<file path="src/hdl/clsr_pkg.sv">
// Package for the combined LCG / shuffle-table generator: constants, the
// controller-to-datapath command and status structs, and the modular fold.
// No dependencies.
`timescale 1ns / 1ps

package clsr_pkg;

  localparam int unsigned GEN_W   = 31;           // generator and output width
  localparam int unsigned SEED_W  = 32;
  localparam int unsigned PROD_W  = 47;           // 31-bit state times 16-bit multiplier
  localparam int unsigned MUL_ONE = 40014;
  localparam int unsigned MUL_TWO = 40692;
  localparam int unsigned MOD_ONE = 2147483563;
  localparam int unsigned MOD_TWO = 2147483399;
  localparam int unsigned FOLD_ONE = 85;          // 2^31 - MOD_ONE
  localparam int unsigned FOLD_TWO = 249;         // 2^31 - MOD_TWO
  localparam int unsigned WRAP_ADD = MOD_ONE - 1;

  localparam int unsigned DEF_TABLE_SLOTS  = 32;
  localparam int unsigned DEF_WARMUP_STEPS = 8;

  typedef struct packed {
    logic load_seed;   // load both generators from the seed, arm the fill counter
    logic seed_one;    // use seed 1 rather than the input item
    logic fill_step;   // step generator one, write table at counter, count down
    logic gen_step;    // step both generators
    logic gen_out;     // form output, refill slot, load output register
    logic slot_ld;     // latch corrected slot index
  } clsr_cmd_t;

  typedef struct packed {
    logic cnt_last;    // fill counter at zero
    logic out_busy;    // output register full and not taken this cycle
  } clsr_sts_t;

  // p mod m for m = 2^31 - c: fold the high part down, then one subtract.
  // Equal to the Schrage step for any 31-bit state.
  function automatic logic [GEN_W-1:0] fold_mod(input logic [PROD_W-1:0] p,
                                                input logic [7:0]        c,
                                                input logic [31:0]       m);
    logic [31:0] t;
    t = 32'(p[30:0]) + 32'(p[PROD_W-1:31]) * 32'(c);
    if (t >= m) begin
      fold_mod = GEN_W'(t - m);
    end else begin
      fold_mod = GEN_W'(t);
    end
  endfunction

endpackage

</file>
<file path="src/hdl/clsr_ram.sv">
// Generic single-port RAM, write-enable and registered read-first output.
// No dependencies.
`timescale 1ns / 1ps

module clsr_ram #(
  parameter int unsigned WIDTH = 31,
  parameter int unsigned DEPTH = 32,
  localparam int unsigned AW   = (DEPTH > 1) ? $clog2(DEPTH) : 1
) (
  input  logic             clk,
  input  logic             we,
  input  logic [AW-1:0]    addr,
  input  logic [WIDTH-1:0] wdata,
  output logic [WIDTH-1:0] rdata
);

  logic [WIDTH-1:0] mem [DEPTH];

  always_ff @(posedge clk) begin
    if (we) begin
      mem[addr] <= wdata;
    end
    rdata <= mem[addr];
  end

endmodule

</file>
<file path="src/hdl/clsr_datapath.sv">
// Datapath: both generators, multiply/fold units, shuffle table, slot index
// and output register. Depends on clsr_pkg and clsr_ram.
`timescale 1ns / 1ps

module clsr_datapath import clsr_pkg::*; #(
  parameter int unsigned TABLE_SLOTS  = DEF_TABLE_SLOTS,
  parameter int unsigned WARMUP_STEPS = DEF_WARMUP_STEPS
) (
  input  logic                     clk,
  input  logic                     rst_n,
  input  clsr_cmd_t                cmd,
  output clsr_sts_t                sts,
  input  logic signed [SEED_W-1:0] seed_value,
  output logic [GEN_W-1:0]         random_value,
  output logic                     out_tvalid,
  input  logic                     out_tready
);

  localparam int unsigned AW = (TABLE_SLOTS > 1) ? $clog2(TABLE_SLOTS) : 1;
  localparam int unsigned CW = (TABLE_SLOTS + WARMUP_STEPS > 1) ?
                               $clog2(TABLE_SLOTS + WARMUP_STEPS) : 1;
  localparam longint unsigned SLOT_DIV = 1 + longint'(WRAP_ADD) / TABLE_SLOTS;
  // floor(2^31 / SLOT_DIV): estimate is exact or one low
  localparam longint unsigned RECIP = 64'h8000_0000 / SLOT_DIV;
  localparam int unsigned RW  = $clog2(RECIP + 1);
  localparam int unsigned SPW = GEN_W + RW;

  logic [GEN_W-1:0]  gen1_r, gen2_r, last_r, out_data_r;
  logic [PROD_W-1:0] prod1_r, prod2_r;
  logic [SPW-1:0]    sp_r;
  logic [AW-1:0]     slot_r;
  logic [CW-1:0]     cnt_r;
  logic              out_valid_r;

  logic [GEN_W-1:0]  red1, red2, seed_c, seed_src, tab_q, tab_wdata, gen_v;
  logic [AW-1:0]     tab_addr;
  logic              tab_we, fill_in_table;
  logic [32:0]       diff;
  logic [RW-1:0]     q0;
  logic [SPW-1:0]    qd, rem;
  logic [RW:0]       qf;
  logic [AW-1:0]     slot_nxt;

  assign red1 = fold_mod(prod1_r, 8'(FOLD_ONE), 32'(MOD_ONE));
  assign red2 = fold_mod(prod2_r, 8'(FOLD_TWO), 32'(MOD_TWO));

  assign seed_c   = (seed_value < 32'sd1) ? GEN_W'(1) : seed_value[GEN_W-1:0];
  assign seed_src = cmd.seed_one ? GEN_W'(1) : seed_c;

  assign fill_in_table = ({1'b0, cnt_r} < (CW+1)'(TABLE_SLOTS));
  assign tab_we    = (cmd.fill_step && fill_in_table) || cmd.gen_out;
  assign tab_addr  = cmd.fill_step ? cnt_r[AW-1:0] : slot_r;
  assign tab_wdata = cmd.fill_step ? red1 : gen1_r;

  clsr_ram #(
    .WIDTH(GEN_W),
    .DEPTH(TABLE_SLOTS)
  ) u_table (
    .clk  (clk),
    .we   (tab_we),
    .addr (tab_addr),
    .wdata(tab_wdata),
    .rdata(tab_q)
  );

  // entry minus generator two, wrapped into 1..WRAP_ADD
  assign diff  = {2'b00, tab_q} - {2'b00, gen2_r};
  assign gen_v = (diff[32] || diff == 33'd0) ? GEN_W'(diff + 33'(WRAP_ADD))
                                             : GEN_W'(diff);

  // slot = last / SLOT_DIV by reciprocal estimate plus one correction
  assign q0  = sp_r[SPW-1:GEN_W];
  assign qd  = SPW'(q0) * SPW'(SLOT_DIV);
  assign rem = SPW'(last_r) - qd;
  assign qf  = (RW+1)'(q0) + (RW+1)'(rem >= SPW'(SLOT_DIV));
  assign slot_nxt = (qf >= (RW+1)'(TABLE_SLOTS)) ? AW'(TABLE_SLOTS - 1) : AW'(qf);

  // multipliers run every cycle; the controller's *_MUL states let the products settle
  always_ff @(posedge clk) begin
    prod1_r <= PROD_W'(gen1_r) * PROD_W'(MUL_ONE);
    prod2_r <= PROD_W'(gen2_r) * PROD_W'(MUL_TWO);
    sp_r    <= SPW'(last_r) * SPW'(RECIP);
  end

  always_ff @(posedge clk) begin
    if (cmd.load_seed) begin
      gen1_r <= seed_src;
      gen2_r <= seed_src;
      cnt_r  <= CW'(TABLE_SLOTS + WARMUP_STEPS - 1);
    end else if (cmd.fill_step) begin
      gen1_r <= red1;
      if (cnt_r == '0) begin
        last_r <= red1;
      end else begin
        cnt_r <= cnt_r - CW'(1);
      end
    end else if (cmd.gen_step) begin
      gen1_r <= red1;
      gen2_r <= red2;
    end
    if (cmd.gen_out) begin
      last_r     <= gen_v;
      out_data_r <= gen_v;
    end
    if (cmd.slot_ld) begin
      slot_r <= slot_nxt;
    end
  end

  always_ff @(posedge clk) begin
    if (!rst_n) begin
      out_valid_r <= 1'b0;
    end else if (cmd.gen_out) begin
      out_valid_r <= 1'b1;
    end else if (out_tready) begin
      out_valid_r <= 1'b0;
    end
  end

  assign sts.cnt_last  = (cnt_r == '0);
  assign sts.out_busy  = out_valid_r && !out_tready;
  assign random_value  = out_data_r;
  assign out_tvalid    = out_valid_r;

  a_out_range: assert property (@(posedge clk) disable iff (!rst_n)
    out_valid_r |-> (out_data_r != '0) && (out_data_r <= GEN_W'(WRAP_ADD)))
    else $error("output outside 1..WRAP_ADD");

  a_slot_range: assert property (@(posedge clk) disable iff (!rst_n)
    cmd.slot_ld |=> (32'(slot_r) < TABLE_SLOTS))
    else $error("slot index beyond table");

  a_out_load: assert property (@(posedge clk) disable iff (!rst_n)
    cmd.gen_out |=> out_valid_r)
    else $error("generated item not presented");

endmodule

</file>
<file path="src/hdl/clsr_ctrl.sv">
// Controller FSM: sequences seeding, table fill, generation and slot update.
// Depends on clsr_pkg.
`timescale 1ns / 1ps

module clsr_ctrl import clsr_pkg::*; (
  input  logic      clk,
  input  logic      rst_n,
  input  logic      in_tvalid,
  input  logic      in_command,
  output logic      in_tready,
  input  clsr_sts_t sts,
  output clsr_cmd_t cmd
);

  typedef enum logic [3:0] {
    ST_RST_LOAD,
    ST_IDLE,
    ST_SEED_MUL,
    ST_SEED_RED,
    ST_GEN_MUL,
    ST_GEN_RED,
    ST_GEN_OUT,
    ST_SLOT_MUL,
    ST_SLOT_FIX
  } state_t;

  state_t state_r, state_nxt;
  logic   accept;

  assign in_tready = (state_r == ST_IDLE);
  assign accept    = in_tvalid && in_tready;

  always_comb begin
    state_nxt = state_r;
    cmd       = '0;
    unique case (state_r)
      ST_RST_LOAD: begin
        cmd.load_seed = 1'b1;
        cmd.seed_one  = 1'b1;
        state_nxt     = ST_SEED_MUL;
      end
      ST_IDLE: begin
        if (accept) begin
          if (in_command) begin
            cmd.load_seed = 1'b1;
            state_nxt     = ST_SEED_MUL;
          end else begin
            state_nxt = ST_GEN_MUL;
          end
        end
      end
      ST_SEED_MUL: state_nxt = ST_SEED_RED;
      ST_SEED_RED: begin
        cmd.fill_step = 1'b1;
        state_nxt     = sts.cnt_last ? ST_SLOT_MUL : ST_SEED_MUL;
      end
      ST_GEN_MUL: state_nxt = ST_GEN_RED;
      ST_GEN_RED: begin
        cmd.gen_step = 1'b1;
        state_nxt    = ST_GEN_OUT;
      end
      ST_GEN_OUT: begin
        // hold until the output register can take the item
        if (!sts.out_busy) begin
          cmd.gen_out = 1'b1;
          state_nxt   = ST_SLOT_MUL;
        end
      end
      ST_SLOT_MUL: state_nxt = ST_SLOT_FIX;
      ST_SLOT_FIX: begin
        cmd.slot_ld = 1'b1;
        state_nxt   = ST_IDLE;
      end
      default: state_nxt = ST_RST_LOAD;
    endcase
  end

  always_ff @(posedge clk) begin
    if (!rst_n) begin
      state_r <= ST_RST_LOAD;
    end else begin
      state_r <= state_nxt;
    end
  end

  a_busy_after_accept: assert property (@(posedge clk) disable iff (!rst_n)
    accept |=> !in_tready)
    else $error("accepted a second item while busy");

  a_no_overwrite: assert property (@(posedge clk) disable iff (!rst_n)
    cmd.gen_out |-> !sts.out_busy)
    else $error("output register overwritten");

  a_one_action: assert property (@(posedge clk) disable iff (!rst_n)
    $onehot0({cmd.load_seed, cmd.fill_step, cmd.gen_step, cmd.gen_out, cmd.slot_ld}))
    else $error("conflicting datapath commands");

endmodule

</file>
<file path="src/hdl/combined_lcg_shuffle_rng_unit.sv">
// Combined two-sequence multiplicative LCG with shuffle table, top level.
// Generate item: after accept the FSM steps GEN_MUL, GEN_RED and GEN_OUT, which raises out_tvalid
// (GEN_OUT waits while out_tvalid is high and out_tready low), then SLOT_MUL and SLOT_FIX.
// Seed item: no result; busy while the table is filled, one SEED_MUL/SEED_RED pair per fill step.
// Reset (rst_n low, synchronous) reseeds with 1: in_tready rises once that seeding is done.
// Depends on clsr_pkg, clsr_ctrl, clsr_datapath.
`timescale 1ns / 1ps

module combined_lcg_shuffle_rng_unit import clsr_pkg::*; #(
  parameter int unsigned TABLE_SLOTS  = DEF_TABLE_SLOTS,   // 1..256
  parameter int unsigned WARMUP_STEPS = DEF_WARMUP_STEPS   // 0..64
) (
  input  logic        clk,
  input  logic        rst_n,
  input  logic        in_tvalid,
  output logic        in_tready,
  input  logic [31:0] in_tdata,    // [31:0] seed_value (signed)
  input  logic [0:0]  in_tuser,    // [0] command
  output logic        out_tvalid,
  input  logic        out_tready,
  output logic [31:0] out_tdata    // [30:0] random_value, [31] zero
);

  clsr_cmd_t        cmd;
  clsr_sts_t        sts;
  logic [GEN_W-1:0] random_value;

  clsr_ctrl u_ctrl (
    .clk       (clk),
    .rst_n     (rst_n),
    .in_tvalid (in_tvalid),
    .in_command(in_tuser[0]),
    .in_tready (in_tready),
    .sts       (sts),
    .cmd       (cmd)
  );

  clsr_datapath #(
    .TABLE_SLOTS (TABLE_SLOTS),
    .WARMUP_STEPS(WARMUP_STEPS)
  ) u_dp (
    .clk         (clk),
    .rst_n       (rst_n),
    .cmd         (cmd),
    .sts         (sts),
    .seed_value  ($signed(in_tdata)),
    .random_value(random_value),
    .out_tvalid  (out_tvalid),
    .out_tready  (out_tready)
  );

  assign out_tdata = {1'b0, random_value};

endmodule
</file>
<file path="config.mk">
export PLATFORM = sky130hd
export DESIGN_NAME = combined_lcg_shuffle_rng_unit
export DESIGN_NICKNAME = d
export VERILOG_FILES = /design/src/hdl/clsr_pkg.sv /design/src/hdl/clsr_ram.sv /design/src/hdl/clsr_datapath.sv /design/src/hdl/clsr_ctrl.sv /design/src/hdl/combined_lcg_shuffle_rng_unit.sv
export SDC_FILE = /design/constraint.sdc
export NUM_CORES = 2
export LEC_CHECK = 0
export ABC_AREA = 1
export BUFFER_PORTS_ARGS = -buffer_cell sky130_fd_sc_hd__clkbuf_2
export CORE_ASPECT_RATIO = 1.75
export CORE_UTILIZATION = 40
export CTS_BUF_LIST = sky130_fd_sc_hd__clkbuf_16
export DETAILED_ROUTE_END_ITERATION = 12
export GPL_TIMING_DRIVEN = 0
export PLACE_DENSITY_LB_ADDON = 0.2
export REMOVE_ABC_BUFFERS = 1
export SYNTH_ARGS = -nofsm -noshare
export SYNTH_HDL_FRONTEND = slang
export SYNTH_SLANG_ARGS = --single-unit
</file>
<file path="constraint.sdc">
create_clock -name clk -period 6.7 [get_ports clk]
set_input_delay 0.335 -clock clk [delete_from_list [all_inputs] [get_ports clk]]
set_output_delay 0.335 -clock clk [all_outputs]
set_load 0.05 [all_outputs]
</file>
### Word-level counts from Yosys, hierarchy flattened

Memory sizes are Yosys's and may differ from the RTL's. A register that Yosys moved wholly into a read port is not among the register bits.
Cells that the tools add are included.

* register bits after elaboration: 262
* bits in writable memories: 992
* input bits: 37
* output and inout bits: 34
* logic and storage cells: 98
* memories: 1

Memories
* u_dp.u_table.mem: depth 32, width 31, rd ports 1, clocked after memory_dff 1, write ports 1, line clsr_ram.sv:17 `logic [WIDTH-1:0] mem [DEPTH];`

* add/sub/neg operators: 9
* multiply operators: 5
* $lt $le $gt $ge: 6
* equal/unequal tests: 12
* multiplexer cells: 35
* bitwise operators: 1
* reduce and logical (&&, ||, !) cells: 18

Operators with widths (number)
* $mux W31: 16
* $ge A32 B31 Y1 const B: 2
* $sub A31 B31 Y31 const B: 2
* $mul A31 B15 Y46 const B: 1
* $mul A31 B14 Y45 const B: 1
* $ge A37 B26 Y1 const B: 1
* $pmux W4 S9: 1
* $logic_not A33 Y1: 1
* $sub A31 B32 Y33: 1
* $add A31 B23 Y32: 1
* $add A31 B24 Y32: 1
* $lt A32 B2 Y1 const B: 1
* $sub A31 B31 Y32: 1
* $add A31 B31 Y31 const B: 1
* $mul A5 B25 Y30 const B: 1
* $mul A16 B8 Y24 const B: 1
* $mul A16 B7 Y23 const B: 1
* $eq A4 B3 Y1 const B: 4
* $mux W1: 12
* $eq A4 B2 Y1 const B: 2
* $mux W4: 2
* $reduce_bool A2 Y1: 4
* $ge A7 B6 Y1 const B: 1
* $add A5 B1 Y6: 1
* other kinds (18): 26

### Longest topological paths before layout

* depth in word-level cells: 8
* gate-level depth with buffers: 37

### Cells and area by module

From an unflattened synthesis, not the netlist that was laid out.

* cell total of the unflattened synthesis: 9146
* area, all modules: 81446.9 sq um

Modules (own cells, without submodules)
* clsr_ram: times used 1, cells each 3967, area an instance 41631.2 sq um, seq. area each 30409.2 sq um
* clsr_datapath: times used 1, cells each 5127, area an instance 39514.1 sq um, seq. area each 5905.7 sq um
* clsr_ctrl: times used 1, cells each 50, area an instance 290.3 sq um, seq. area each 80.1 sq um
* combined_lcg_shuffle_rng_unit: times used 1, cells each 2, area an instance 11.3 sq um, seq. area each 0.0 sq um

### Worst setup path before layout

OpenSTA, ideal clock, no wires.

* path type: register to register
* start point: reg u_dp.sp_r[33]
* end point: reg u_dp.slot_r[4], data pin
* setup time: 0.264 ns
* arrival time: 5.762 ns
* data required time: 6.436 ns
* slack: 0.674 ns
* cell stages (with the launch flop): 33
* period minus slack after synthesis: 6.026 ns
* path through: dfxtp_1 > fa_1 > inv_1 > fa_1 > fa_1 > inv_1 > ha_1 > a21oi_1 > nand2_1 > a21o_1 > a21oi_1 > nand2_1 > nand2_1 > inv_1 > fa_1 > inv_1 > ha_1 > nand2_1 > inv_1 > a21oi_1 > nand3_1 > nand2_1 > nand2_1 > a21boi_0 > o21ai_0 > xnor2_1 > nand3_1 > nor2_1 > nand2_1 > ha_1 > ha_1 > nand3b_1 > nand3_1

* longest elaborated chain between the ends: 5

RTL lines
* start: declaration: line clsr_datapath.sv:30 `logic [SPW-1:0] sp_r;`
* start signal: assignment: line clsr_datapath.sv:82 `sp_r <= SPW'(last_r) * SPW'(RECIP);`
* $mul A5 B25 Y30: line clsr_datapath.sv:73 `assign qd = SPW'(q0) * SPW'(SLOT_DIV);`
* $sub A31 B32 Y33: line clsr_datapath.sv:74 `assign rem = SPW'(last_r) - qd;`
* $ge A37 B26 Y1: line clsr_datapath.sv:75 `assign qf = (RW+1)'(q0) + (RW+1)'(rem >= SPW'(SLOT_DIV));`
* $add A5 B1 Y6 *: line clsr_datapath.sv:75
* $ge A7 B6 Y1: line clsr_datapath.sv:76 `assign slot_nxt = (qf >= (RW+1)'(TABLE_SLOTS)) ? AW'(TABLE_SLOTS - 1) : AW'(qf);`
* end signal: assignment: line clsr_datapath.sv:106 `slot_r <= slot_nxt;`
* end: declaration: line clsr_datapath.sv:31 `logic [AW-1:0] slot_r;`

Mark *: on every way between the ends. The rest lies on a longest branch, timed or not.
A chain may end at the register's enable or synchronous reset.

### Final worst setup path

* start point: reg u_dp.sp_r[34]
* end point: reg u_dp.slot_r[4], data pin

Same word-level chain as after synthesis.

==> results.py <==
metrics = {
    "run_status": {
        "status": "completed",
    },
    "cells_and_area": {
        "final_common_cell": "nand2_1",
        "final_util": 0.455,
        "fin_nets": 8509,
        "layout_common_cells": "1483 x nand2_1, 1120 x edfxtp_1, 1060 x inv_1",
        "syn2layout_area_growth_pct": 12.6,
        "n_fill_cell": 17500,
        "final_area_sq_mm": 0.0861,
        "fin_cells": 10000,
        "drive_above_1_share": 0.0746,
    },
    "place": {
        "dp_hpwl_mm": 201,
        "gp_congestion": 0.979,
        "io_buffers": 69,
        "pre_cts_slack_ns": -0.917,
        "place_area_sq_mm": 0.0816,
        "dp.cells": 9777,
    },
    "synthesis": {
        "yosysSeqAreaShare": 0.476,
        "synth_area_leaders": "edfxtp_1 44%, fa_1 12%, ha_1 8.8%",
        "syn_area_sq_mm": 0.0764,
        "synth_top_area_share": 0.440,
        "synth_ff_type": "edfxtp_1",
        "synthCells": 7338,
        "ys_ff_latch": 1258,
        "synth_edf_count": 1120,
        "synth_xor_area_frac": 0.0180,
        "synth_simple_gate_area_frac": 0.139,
        "synth_mux_area_frac": 0,
        "yosysWarningCount": 0,
        "synthAdderAreaFrac": 0.210,
        "synth_compound_area_frac": 0.0957,
        "synth.largest_area_cell": "edfxtp_1",
        "avgSynthCellArea_sq_um": 10.4,
        "async_flop_share": 0,
        "netlist-cell-type-count": 59,
        "synth_top_family_by_area": "adder cells",
    },
    "setup_path": {
        "setup.worst_path.end": "u_dp.slot_r[4]$_SDFFCE_PP1P_",
        "critPathRequiredTime_ns": 7.18,
        "cp-startpoint": "u_dp.sp_r[34]$_DFF_P_",
        "critPathSlowestCell": "fa_2",
        "max_stage_delay_ns": 0.61,
        "r2r-end": "u_dp.slot_r[4]$_SDFFCE_PP1P_",
        "crit_cells": 27,
        "reg2reg_slack_ns": 0.19,
        "cp_max_fo": 6,
        "path_common_cell": "nand2_1",
        "rr_worst_depth": 27,
        "r2r-start": "u_dp.sp_r[34]$_DFF_P_",
        "cpLargestDelayFamily": "adder cells",
        "crit_buf_inv": 5,
        "arrival_ns": 6.98,
        "critical_path_class": "flip-flop to flip-flop",
        "critPathLaunchType": "flip-flop",
        "end_kind": "flip-flop",
    },
    "floorplan": {
        "start_util": 0.404,
        "core.rowCount": 211,
        "core_sq_mm": 0.189,
        "dieArea_sq_mm": 0.193,
        "io_pins": 71,
        "die_y_microns": 580,
        "dieWidth_microns": 332,
    },
    "global_route": {
        "grt_pass1_wl_mm": 376,
        "grt_max_degree": 60,
        "grt-ovfl-total": 0,
        "antenna_found_initial": 9,
        "grt_pass1_vias": 56100,
        "grt_usage": 0.269,
    },
    "sta": {
        "worst_slew_pin_slew_ns": 1.21,
        "fmax_ghz": 0.154,
        "final_period_minus_worst_setup_slack_ns": 6.51,
        "setup_viol": 0,
        "slew_violations": 0,
        "hold_viol_final": 0,
        "finClkSkew_ns": 0.105,
        "finalCritPeriodShare": 0.971,
        "relSlewSlack": 0.188,
        "fin_ws_ns": 0.193,
    },
    "clock_tree": {
        "clkTransAtPathRegs_ns": 0.07,
        "cts_tree": "yes",
        "cts_buffers": 113,
        "cts-root-buf": "clkbuf_16",
        "clockBufferDepth": 3,
        "clk_latency_ns": 0.80,
        "h-tree-depth": 3,
        "cts.sinks": 1258,
    },
    "drt": {
        "routed_wl_mm": 261,
        "vias": 55100,
        "drtPass1Iterations": 8,
        "drtIter0Drc": 4020,
        "drtAntennaViolNets": 0,
        "drc": 0,
        "via_per_inst": 5.50,
        "wl_per_cell_microns": 26.1,
    },
    "flow_run": {
        "maxCapViolCount": 0,
    },
    "worst_hold_path": {
        "hold_class": "primary input to flip-flop",
    },
}
==> synth_stat cells (all sizes together) (2+ instances only) <==
| cell type | number |
|---|---|
| and2 | 10 |
| a21boi | 7 |
| nor4b | 8 |
| nand3b | 10 |
| inv | 1051 |
| nand3 | 330 |
| o21a | 16 |
| o211a | 2 |
| a31oi | 19 |
| dfxtp | 138 |
| clkbuf | 106 |
| o21ai | 145 |
| xnor2 | 46 |
| fa | 465 |
| a211oi | 5 |
| a21oi | 432 |
| or2 | 36 |
| nor4 | 34 |
| clkinv | 6 |
| o21bai | 10 |
| o31ai | 3 |
| nor2 | 405 |
| xor2 | 109 |
| a21o | 10 |
| o211ai | 5 |
| buf | 73 |
| o221ai | 2 |
| nand4 | 87 |
| a22oi | 496 |
| ha | 536 |
| and3 | 3 |
| nor3 | 75 |
| o2111ai | 2 |
| edfxtp | 1120 |
| o311ai | 3 |
| nand2 | 1527 |
==> metal layers <==
metal	global-route usage	wire length (microns)	vias to the layer above
li1	-	-	25300
met1	0.280	89700	27400
met2	0.502	139000	1801
met3	0.0302	12100	614
met4	0.181	20700	6
met5	0	40	-
==> sequential cells by signal, indices dropped and copies added, names as in the netlist, 5 cells and up <==
signal and count:
u_dp.u_table.mem 992, u_dp.prod1_r 46, u_dp.prod2_r 45, u_dp.gen1_r 31
u_dp.gen2_r 31, u_dp.random_value 31, u_dp.u_table.rdata 31, u_dp.last_r 30
u_dp.cnt_r 6, u_dp.slot_r 5, u_dp.sp_r 5
==> cells by family after synthesis <==
| kind of cell | after synthesis |
|---|---|
| simple gates | 2527 |
| flops | 1258 |
| buf+inv | 1236 |
| compound gates | 1160 |
| fa+ha+maj | 1001 |
| xor+xnor | 155 |
| other cells | 1 |
==> layout make-up <==
class                   instances  area [sq um]  area share
clock inverters                97           883      0.0103
diodes                          5          12.5    0.000145
multi-input cells            4845         36000       0.418
inverters                    1057          3970      0.0461
repair buffers                196          2830      0.0329
flip-flops and latches       1258         36400       0.423
well taps                    2449          3060      0.0356
clock buffers                 117          2930      0.0340
==> worst min-delay path by stage <==
stage | endpoint | depth (start not counted) | slack, ns | from
after floorplan | u_dp.sp_r[31]$_DFF_P_ | 0 | 0.35 | u_dp.last_r[26]$_DFFE_PP_
after global placement | u_dp.sp_r[31]$_DFF_P_ | 0 | 0.38 | u_dp.last_r[26]$_DFFE_PP_
after detailed placement | u_dp.sp_r[31]$_DFF_P_ | 0 | 0.37 | u_dp.last_r[26]$_DFFE_PP_
after CTS | u_ctrl.state_r[0]$_SDFFE_PN0P_ | 4 | 0.02 | in_tvalid
after global routing | u_ctrl.state_r[0]$_SDFFE_PN0P_ | 4 | 0.06 | in_tvalid
final | u_ctrl.state_r[0]$_SDFFE_PN0P_ | 4 | 0.07 | in_tvalid
==> metrics by stage <==
stage	hold WS, ns	TNS [ns]
2_1_floorplan	0.355	-6156.81
3_3_place_gp	0.376	-
3_5_place_dp	0.370	-120.14
4_1_cts	0.0235	0
5_1_grt	0.0583	-0.0586
6_report	0.0677	0
==> worst min-delay path, cell delays in order <==
cell and delay [ns]:
clkbuf_2 0.20, inv_1 0.06, nand2_1 0.11, a21oi_1 0.07
==> timing repair <==
action | in CTS | in global routing
hold buffers | 1 | 0
gates resized for setup | 42 | 55
endpoints found under the hold margin | 1 | 0
gates cloned | 0 | 1
buffers inserted | 13 | 13
pin swaps | 3 | 12
endpoints found under the setup margin | 525 | 885
Power is not shown: default switching activity piles up to over one toggle a cycle in this logic, so the estimate is an artifact.
